[src/hw/rtl/alst_pkg.sv]
// Shared types, status codes and helpers for the alarm schedule table.
`timescale 1ns / 1ps
package alst_pkg;

  typedef enum logic [1:0] {
    OP_TICK   = 2'd0,
    OP_ADD    = 2'd1,
    OP_UPDATE = 2'd2,
    OP_REMOVE = 2'd3
  } op_t;

  localparam logic [3:0] ST_OK       = 4'd0;
  localparam logic [3:0] ST_FIRED    = 4'd1;
  localparam logic [3:0] ST_TICK     = 4'd2;
  localparam logic [3:0] ST_FULL     = 4'd3;
  localparam logic [3:0] ST_NOTFOUND = 4'd4;
  localparam logic [3:0] ST_HOUR     = 4'd5;
  localparam logic [3:0] ST_MINUTE   = 4'd6;
  localparam logic [3:0] ST_MASK     = 4'd7;
  localparam logic [3:0] ST_YEAR     = 4'd8;
  localparam logic [3:0] ST_MONTH    = 4'd9;
  localparam logic [3:0] ST_DAY      = 4'd10;

  localparam logic [4:0]  MAX_HOUR   = 5'd23;
  localparam logic [5:0]  MAX_MINUTE = 6'd59;
  localparam logic [11:0] MIN_YEAR   = 12'd2020;
  localparam logic [11:0] MAX_YEAR   = 12'd2099;
  localparam logic [3:0]  MAX_MONTH  = 4'd12;
  localparam logic [4:0]  MAX_DAY    = 5'd31;

  // Command broadcast to every cell for the duration of a scan.
  typedef struct packed {
    op_t         op;
    logic [7:0]  id;
    logic        enabled;
    logic        recurring;
    logic [4:0]  hour;
    logic [5:0]  minute;
    logic [6:0]  wday_mask;
    logic [11:0] year;
    logic [3:0]  month;
    logic [4:0]  day;
    logic [6:0]  dow_bit;
    logic [31:0] stamp;
    logic        time_valid;
    logic        data_ok;
    logic [7:0]  new_id;
  } cmd_t;

  function automatic logic [3:0] check_data(input logic rec, input logic [4:0] hour,
                                            input logic [5:0] minute,
                                            input logic [6:0] mask,
                                            input logic [11:0] year,
                                            input logic [3:0] month,
                                            input logic [4:0] day);
    logic [3:0] st;
    st = ST_OK;
    if (hour > MAX_HOUR) st = ST_HOUR;
    else if (minute > MAX_MINUTE) st = ST_MINUTE;
    else if (rec) st = (mask == 7'd0) ? ST_MASK : ST_OK;
    else if (year < MIN_YEAR || year > MAX_YEAR) st = ST_YEAR;
    else if (month == 4'd0 || month > MAX_MONTH) st = ST_MONTH;
    else if (day == 5'd0 || day > MAX_DAY) st = ST_DAY;
    return st;
  endfunction

  // Sunday-first weekday to Monday-first mask bit; seven matches nothing.
  function automatic logic [6:0] dow_bit(input logic [2:0] wd);
    logic [6:0] b;
    b = 7'd0;
    if (wd == 3'd0) b = 7'b1000000;
    else if (wd != 3'd7) b = 7'(7'd1 << (wd - 3'd1));
    return b;
  endfunction

endpackage

[src/hw/rtl/alst_cell.sv]
// One table slot: entry, last-fired stamp and the scan token it hands on.
`timescale 1ns / 1ps
module alst_cell (
  input  logic             clk,
  input  logic             rst_n,
  input  alst_pkg::cmd_t   cmd,
  input  logic             start,
  input  logic             step,
  input  logic             token_in,
  input  logic             done_in,
  output logic             token_out,
  output logic             done_out,
  output logic             act,
  output logic [7:0]       ent_id
);

  logic        token_r, done_r;
  logic        used_r, en_r, rec_r, lfv_r;
  logic [7:0]  id_r;
  logic [4:0]  hour_r;
  logic [5:0]  minute_r;
  logic [6:0]  mask_r;
  logic [11:0] year_r;
  logic [3:0]  month_r;
  logic [4:0]  day_r;
  logic [31:0] stamp_r;
  logic        match, fire, hit;

  assign match = used_r && (id_r == cmd.id);
  assign fire  = cmd.time_valid && used_r && en_r && hour_r == cmd.hour &&
                 minute_r == cmd.minute && !(lfv_r && stamp_r == cmd.stamp) &&
                 (rec_r ? |(mask_r & cmd.dow_bit)
                        : (year_r == cmd.year && month_r == cmd.month && day_r == cmd.day));

  always_comb begin
    case (cmd.op)
      alst_pkg::OP_TICK:   hit = fire;
      alst_pkg::OP_ADD:    hit = !done_r && !used_r;
      alst_pkg::OP_UPDATE: hit = cmd.data_ok && !done_r && match;
      alst_pkg::OP_REMOVE: hit = !done_r && match;
      default:             hit = 1'b0;
    endcase
  end

  assign act       = token_r && hit;
  assign token_out = token_r;
  assign done_out  = done_r || act;
  assign ent_id    = id_r;

  always_ff @(posedge clk) begin
    if (!rst_n) begin
      token_r <= 1'b0;
      done_r  <= 1'b0;
      used_r  <= 1'b0;
      lfv_r   <= 1'b0;
      en_r    <= 1'b0;
    end else begin
      if (start) begin
        token_r <= token_in;
        done_r  <= 1'b0;
      end else if (step) begin
        token_r <= token_in;
        done_r  <= done_in;
      end
      if (step && act) begin
        case (cmd.op)
          alst_pkg::OP_TICK: begin
            lfv_r   <= 1'b1;
            stamp_r <= cmd.stamp;
            if (!rec_r) en_r <= 1'b0;
          end
          alst_pkg::OP_ADD, alst_pkg::OP_UPDATE: begin
            if (cmd.data_ok) begin
              used_r   <= 1'b1;
              id_r     <= (cmd.op == alst_pkg::OP_ADD) ? cmd.new_id : cmd.id;
              en_r     <= cmd.enabled;
              rec_r    <= cmd.recurring;
              hour_r   <= cmd.hour;
              minute_r <= cmd.minute;
              mask_r   <= cmd.wday_mask;
              year_r   <= cmd.year;
              month_r  <= cmd.month;
              day_r    <= cmd.day;
              lfv_r    <= 1'b0;
            end
          end
          default: begin
            used_r <= 1'b0;
            en_r   <= 1'b0;
            lfv_r  <= 1'b0;
          end
        endcase
      end
    end
  end

endmodule

[src/hw/rtl/alarm_schedule_table_core.sv]
// Top level of the alarm schedule table: request intake, cell chain, result stage.
`timescale 1ns / 1ps
// Usage:
//  Requests arrive on in_t* (tick, add, update by id, remove by id); results
//  leave on out_t* with out_tlast marking the final result of a request.
//  A request is taken only while the block is idle. A scan token then walks
//  the chain of MAX_EVENTS cells, one cell per cycle while the output is free;
//  each cell checks its own slot and updates it in place. A tick emits one
//  "fired" result per matching slot in slot order, then a "tick done" result.
//  Add, update and remove give one result after the scan.
//  The final result is loaded after the token has passed the last cell; one
//  request at a time, so the next request is taken only once the final
//  result of the last one is loaded and the block is idle again.
//  A single output register holds each result; while the receiver stalls
//  the scan holds its place and no cell advances.
//  Reset empties the table, clears all last-fired stamps and sets the next
//  id to 1.
module alarm_schedule_table_core #(
  parameter int MAX_EVENTS = 16
) (
  input  logic        clk,
  input  logic        rst_n,
  input  logic        in_tvalid,
  output logic        in_tready,
  // operation[1:0], event_id[9:2], enabled[10], recurring[11], hour[16:12],
  // minute[22:17], wday_mask[29:23], year[41:30], month[45:42], day[50:46],
  // weekday[53:51], time_valid[54]
  input  logic [55:0] in_tdata,
  output logic        out_tvalid,
  input  logic        out_tready,
  // status[3:0], result_id[11:4], slot[15:12]
  output logic [15:0] out_tdata,
  output logic        out_tlast
);

  localparam int IW = (MAX_EVENTS > 1) ? $clog2(MAX_EVENTS) : 1;
  localparam logic [IW-1:0] LAST_IDX = IW'(MAX_EVENTS - 1);

  typedef enum logic [1:0] {S_IDLE, S_SCAN, S_FINAL} state_t;

  state_t          state_r;
  alst_pkg::cmd_t  cmd_r, cmd_nxt;
  logic [3:0]      st_r;
  logic [7:0]      next_id_r;
  logic [IW-1:0]   idx_r;
  logic            found_r;
  logic [3:0]      fslot_r;
  logic            out_valid_r, out_last_r;
  logic [3:0]      out_status_r, out_slot_r;
  logic [7:0]      out_id_r;

  logic            start, step, out_free, act_sel, out_load;
  logic [7:0]      id_sel;
  logic [3:0]      slot_cur;
  logic [3:0]      st_in;

  logic [MAX_EVENTS:0] token_c, done_c;
  logic [MAX_EVENTS-1:0] act_a;
  logic [7:0]      id_a [MAX_EVENTS];

  assign in_tready  = (state_r == S_IDLE);
  assign start      = in_tvalid && in_tready;
  assign out_free   = !out_valid_r || out_tready;
  assign step       = (state_r == S_SCAN) && out_free;
  assign out_tvalid = out_valid_r;
  assign out_tlast  = out_last_r;
  assign out_tdata  = {out_slot_r, out_id_r, out_status_r};

  assign st_in = alst_pkg::check_data(in_tdata[11], in_tdata[16:12], in_tdata[22:17],
                                      in_tdata[29:23], in_tdata[41:30], in_tdata[45:42],
                                      in_tdata[50:46]);

  always_comb begin
    cmd_nxt.op         = alst_pkg::op_t'(in_tdata[1:0]);
    cmd_nxt.id         = in_tdata[9:2];
    cmd_nxt.enabled    = in_tdata[10];
    cmd_nxt.recurring  = in_tdata[11];
    cmd_nxt.hour       = in_tdata[16:12];
    cmd_nxt.minute     = in_tdata[22:17];
    cmd_nxt.wday_mask  = in_tdata[29:23];
    cmd_nxt.year       = in_tdata[41:30];
    cmd_nxt.month      = in_tdata[45:42];
    cmd_nxt.day        = in_tdata[50:46];
    cmd_nxt.dow_bit    = alst_pkg::dow_bit(in_tdata[53:51]);
    cmd_nxt.stamp      = {in_tdata[41:30], in_tdata[45:42], in_tdata[50:46],
                          in_tdata[16:12], in_tdata[22:17]};
    cmd_nxt.time_valid = in_tdata[54];
    cmd_nxt.data_ok    = (st_in == alst_pkg::ST_OK);
    cmd_nxt.new_id     = next_id_r;
  end

  // Token enters cell 0 on accept and moves one cell per scan step.
  assign token_c[0] = start;
  assign done_c[0]  = 1'b0;

  genvar g;
  generate
    for (g = 0; g < MAX_EVENTS; g++) begin : g_cell
      alst_cell u_cell (
        .clk      (clk),
        .rst_n    (rst_n),
        .cmd      (cmd_r),
        .start    (start),
        .step     (step),
        .token_in (token_c[g]),
        .done_in  (done_c[g]),
        .token_out(token_c[g+1]),
        .done_out (done_c[g+1]),
        .act      (act_a[g]),
        .ent_id   (id_a[g])
      );
    end
  endgenerate

  assign act_sel  = act_a[idx_r];
  assign id_sel   = id_a[idx_r];
  assign slot_cur = 4'(idx_r);

  // Output register is loaded this cycle (fired result or final result).
  assign out_load = (step && act_sel && cmd_r.op == alst_pkg::OP_TICK) ||
                    (state_r == S_FINAL && out_free);

  always_ff @(posedge clk) begin
    if (!rst_n) begin
      state_r     <= S_IDLE;
      next_id_r   <= 8'd1;
      out_valid_r <= 1'b0;
      found_r     <= 1'b0;
      idx_r       <= '0;
    end else begin
      if (out_valid_r && out_tready && !out_load) out_valid_r <= 1'b0;
      case (state_r)
        S_IDLE: begin
          if (start) begin
            cmd_r   <= cmd_nxt;
            st_r    <= st_in;
            idx_r   <= '0;
            found_r <= 1'b0;
            state_r <= S_SCAN;
          end
        end
        S_SCAN: begin
          if (step) begin
            if (act_sel) begin
              if (cmd_r.op == alst_pkg::OP_TICK) begin
                out_valid_r  <= 1'b1;
                out_last_r   <= 1'b0;
                out_status_r <= alst_pkg::ST_FIRED;
                out_id_r     <= id_sel;
                out_slot_r   <= slot_cur;
              end else begin
                found_r <= 1'b1;
                fslot_r <= slot_cur;
              end
            end
            if (idx_r == LAST_IDX) state_r <= S_FINAL;
            else idx_r <= idx_r + 1'b1;
          end
        end
        S_FINAL: begin
          if (out_free) begin
            out_valid_r  <= 1'b1;
            out_last_r   <= 1'b1;
            out_status_r <= alst_pkg::ST_OK;
            out_id_r     <= 8'd0;
            out_slot_r   <= 4'd0;
            case (cmd_r.op)
              alst_pkg::OP_TICK: out_status_r <= alst_pkg::ST_TICK;
              alst_pkg::OP_ADD: begin
                if (!found_r) out_status_r <= alst_pkg::ST_FULL;
                else if (st_r != alst_pkg::ST_OK) out_status_r <= st_r;
                else begin
                  out_id_r   <= next_id_r;
                  out_slot_r <= fslot_r;
                  next_id_r  <= (next_id_r == 8'hFF) ? 8'd1 : next_id_r + 8'd1;
                end
              end
              alst_pkg::OP_UPDATE: begin
                if (st_r != alst_pkg::ST_OK) out_status_r <= st_r;
                else if (!found_r) out_status_r <= alst_pkg::ST_NOTFOUND;
                else begin
                  out_id_r   <= cmd_r.id;
                  out_slot_r <= fslot_r;
                end
              end
              default: begin
                if (!found_r) out_status_r <= alst_pkg::ST_NOTFOUND;
                else begin
                  out_id_r   <= cmd_r.id;
                  out_slot_r <= fslot_r;
                end
              end
            endcase
            state_r <= S_IDLE;
          end
        end
        default: state_r <= S_IDLE;
      endcase
    end
  end

endmodule

[config.mk]
export PLATFORM = sky130hd
export DESIGN_NAME = alarm_schedule_table_core
export DESIGN_NICKNAME = d
export VERILOG_FILES = /design/src/hw/rtl/alst_pkg.sv /design/src/hw/rtl/alst_cell.sv /design/src/hw/rtl/alarm_schedule_table_core.sv
export SDC_FILE = /design/constraint.sdc
export NUM_CORES = 2
export LEC_CHECK = 0
export BUFFER_PORTS_ARGS = -buffer_cell sky130_fd_sc_hd__clkbuf_2
export CORE_MARGIN = 1.5
export CORE_UTILIZATION = 50
export DETAILED_ROUTE_END_ITERATION = 10
export PLACE_DENSITY = 0.68
export SYNTH_ARGS = -nofsm -noshare
export SYNTH_HDL_FRONTEND = slang
export SYNTH_SLANG_ARGS = --single-unit
[constraint.sdc]
create_clock -name clk -period 8.75 [get_ports clk]
set_input_delay 2.625 -clock clk [delete_from_list [all_inputs] [get_ports clk]]
set_output_delay 2.625 -clock clk [all_outputs]
set_load 0.01 [all_outputs]
==> metrics.yaml <==
status:
  outcome: "finished clean"
hold_path:
  min_path_cells: 2
  hold_end: "g_cell[15].u_cell.token_out"
  holdCritStartpoint: "g_cell[15].u_cell.token_out"
  hp-class: "flip-flop to flip-flop"
sta:
  rsz0062_at_grt: "false"
  period_needed_ns: 5.09
  fin_tns_setup_ns: 0
  skew_ns: 0.0366
  finalSetupViolCount: 0
  slew_headroom_pct: 21.8
  fmax_mhz: 197
  min_period_over_period_pct: 58.1
  setup_slack_ns: 3.66
  slew_viol_final: 0
  hold_viol_final: 0
  max_slew.worst_pin.slew_ns: 1.16
drt:
  num_vias: 33600
  routed_wirelength_um: 150000
  wire_per_inst_um: 25.6
  drtIter0Drc: 3781
  drcViolationCount: 0
  ant_nets: 0
  drt-pass1-iter-count: 5
  via_per_inst: 5.75
clock_tree:
  clk_pin_slew_worst_paths_ns: 0.06
  cts_buffer_depth: 3
  clkSinkCount: 1468
  htreeDepth: 4
  cts_tree: "built"
  cts_root_buf: "clkbuf_16"
  cts_buffers: 149
  ctsResizeCount: 0
  clk_latency_ns: 0.75
  cts_hold_repair.buffers: 0
  post-cts-setup-buffer-count: 0
placed_design:
  portBuffers: 77
  globalplace.congestion: 0.894
  place_ws_ns: 2.98
  dpl_cell_area_um2: 64500
  dp_hpwl_um: 85700
worst_setup_path:
  worstSetupPathType: "flip-flop to flip-flop"
  cpPeakStageDelay_ns: 0.62
  crit_slowest_cell: "a311oi_1"
  end_kind: "flip-flop"
  regToRegStartpoint: "cmd_r[98]"
  r2r_slack_ns: 3.66
  critPathMostFrequentCell: "buf_4"
  critPathLaunchType: "flip-flop"
  cp_max_fo: 48
  worstReg2RegEnd: "g_cell[5].u_cell.minute_r[4]"
  r2r_cells: 12
  crit_required_ns: 9.10
  worstPathCellList: "inv_1 -> ha_2 -> and2_1 -> buf_4 -> nand4_1 -> or4_1 -> a311oi_1 -> o221ai_1 -> a21boi_2 -> nand2_1 -> nor2_4 -> buf_4"
  crit_arrival_ns: 5.44
synth:
  synth_fp_nets: 4053
  synth-seq-cells: 1468
  yosysUniqueCellTypes: 75
  yosys.area.top_type: "edfxtp_1"
  synth-main-ff-cell: "edfxtp_1"
  ys_async_sr_fraction_pct: 0
  netlist_top_cells_area: "edfxtp_1, xnor2_1, xor2_1"
  synth_edf_count: 1373
  synth_area_um2: 62000
  syn_inst: 3982
  post_synth.cell_area_avg_um2: 15.6
  synth_top_area_share_pct: 66.5
  ys_seq_area_share_pct: 69.6
  ys_warn_count: 0
final_layout:
  syn_to_final_growth_pct: 11.6
  fin_area_um2: 69200
  layout-drive-gt1-share_pct: 11.6
  layout_common_cells: "edfxtp_1, xnor2_1, xor2_1"
  layout.nets: 4165
  final_core_util_pct: 56.1
  final_common_cell: "edfxtp_1"
power_and_ir_drop:
  p_per_area_nw_per_um2: 213
  ir_drop_v: 0.000182
  leakage_nw: 21.7
global_routing:
  grt_pass1_vias: 32700
  antenna_found_initial: 8
  track_usage_pct: 23.9
  grt_pass1_wl_um: 219000
  grt_overflow_total: 0
  grt_max_degree: 73
job:
  cap_violations: 0
floorplanning:
  initial_core_util_pct: 50.3
  io_pins: 79
  die_h_um: 355
  die_w_um: 355
  dieArea_um2: 126000
  core_area_um2: 123000
  num_rows: 129
-- worst max path at each step --
| stage | startpoint | end | slack [ns] | depth (start not counted) |
|---|---|---|---|---|
| 2_1_floorplan | out_tready | g_cell[11].u_cell.day_r[0] | 1.45 | 6 |
| 3_3_place_gp | rst_n | g_cell[12].u_cell.year_r[11] | 2.99 | 4 |
| 3_5_place_dp | rst_n | g_cell[12].u_cell.year_r[11] | 2.98 | 4 |
| 4_1_cts | cmd_r[98] | g_cell[5].u_cell.minute_r[4] | 3.77 | 12 |
| 5_1_grt | cmd_r[98] | g_cell[5].u_cell.hour_r[4] | 3.50 | 12 |
| 6_report | cmd_r[98] | g_cell[5].u_cell.minute_r[4] | 3.66 | 12 |
-- worst max-delay path: cells and delay by family (launching register included) --
family          cells  cell delay (ns)
compound gates      3             1.44
fa+ha+maj           1             0.35
buf+inv             3             1.01
flops               1             0.44
simple gates        5             1.38
-- Yosys cell counts, types with 5 or more instances --
cell	instances
o21ai_0	26
a22oi_1	31
nor3b_1	6
and3_1	6
a41o_1	8
a21oi_1	44
ha_1	11
xnor2_1	603
mux2_2	8
a311oi_1	7
nand4_1	179
a31oi_1	7
mux4_2	40
edfxtp_1	1373
nand3_1	61
or3_1	13
inv_1	27
a41oi_1	17
o211ai_1	7
dfxtp_1	95
xor2_1	548
a21o_1	5
nor4_1	162
nand2b_1	19
mux2i_1	42
buf_1	8
a221oi_1	17
a211oi_1	16
a22o_1	12
buf_2	107
buf_4	19
nand2_1	98
clkbuf_1	61
nor2_1	152
nor3_1	46
nor2b_1	6
buf_6	19
-- kinds of logic after synthesis --
kind of cell / synth area share, %
and+or+nand+nor: 6.69
muxes: 2.28
xor gates and xnor gates: 16.3
buffers and inverters: 2.10
AOI/OAI and AO/OA: 2.89
DFF: 69.6
adders and majority gates: 0.222
-- routing by layer --
layer | global-route usage [%] | part of all wire [%]
met4 | 7.47 | 2.8
met5 | 0 | 0.023
met2 | 37.0 | 46
met1 | 34.1 | 43
met3 | 4.73 | 7.9
-- stage by stage --
stage	hold WS (ns)	instances	power (mW)
after floorplan	0.428	3982	8.43
after global placement	0.436	5580	8.73
after detailed placement	0.448	5580	8.74
after CTS	0.455	5852	14.8
after global routing	0.491	5852	15.1
final	0.457	5853	14.7
-- cell type report --
class                      instances  area [um2]
fill                            9588       54100
sequential                      1468       43100
multi-input combinational       2269       17800
clock buffer                     204        4130
tap                             1637        2050
timing repair buffer             178        1440
clock inverter                    68         549
inverter                          28         105
antenna                            1        2.50
-- sequential cells by signal, summed over array words and instances, names as in the netlist, 2 cells and up --
register and cells:
g_cell.u_cell.mask_r 112, g_cell.u_cell.ent_id 128, g_cell.u_cell.day_r 80, g_cell.u_cell.done_r 15, cmd_r 68, g_cell.u_cell.month_r 64, g_cell.u_cell.en_r 16, idx_r 4
g_cell.u_cell.lfv_r 16, g_cell.u_cell.hour_r 80, out_status_r 4, fslot_r 4, g_cell.u_cell.token_out 16, g_cell.u_cell.stamp_r 512, out_id_r 8, st_r 4
g_cell.u_cell.year_r 192, g_cell.u_cell.minute_r 96, g_cell.u_cell.used_r 16, out_slot_r 4, next_id_r 8, g_cell.u_cell.rec_r 16, state_r 2
-- power by group --
group	total (mW)	internal, mW	switching (mW)
logic	0.841	0.272	0.569
clock network	6.13	3.49	2.63
registers	7.75	7.71	0.0456
No activity file was read; power rests on OpenSTA's default activity.
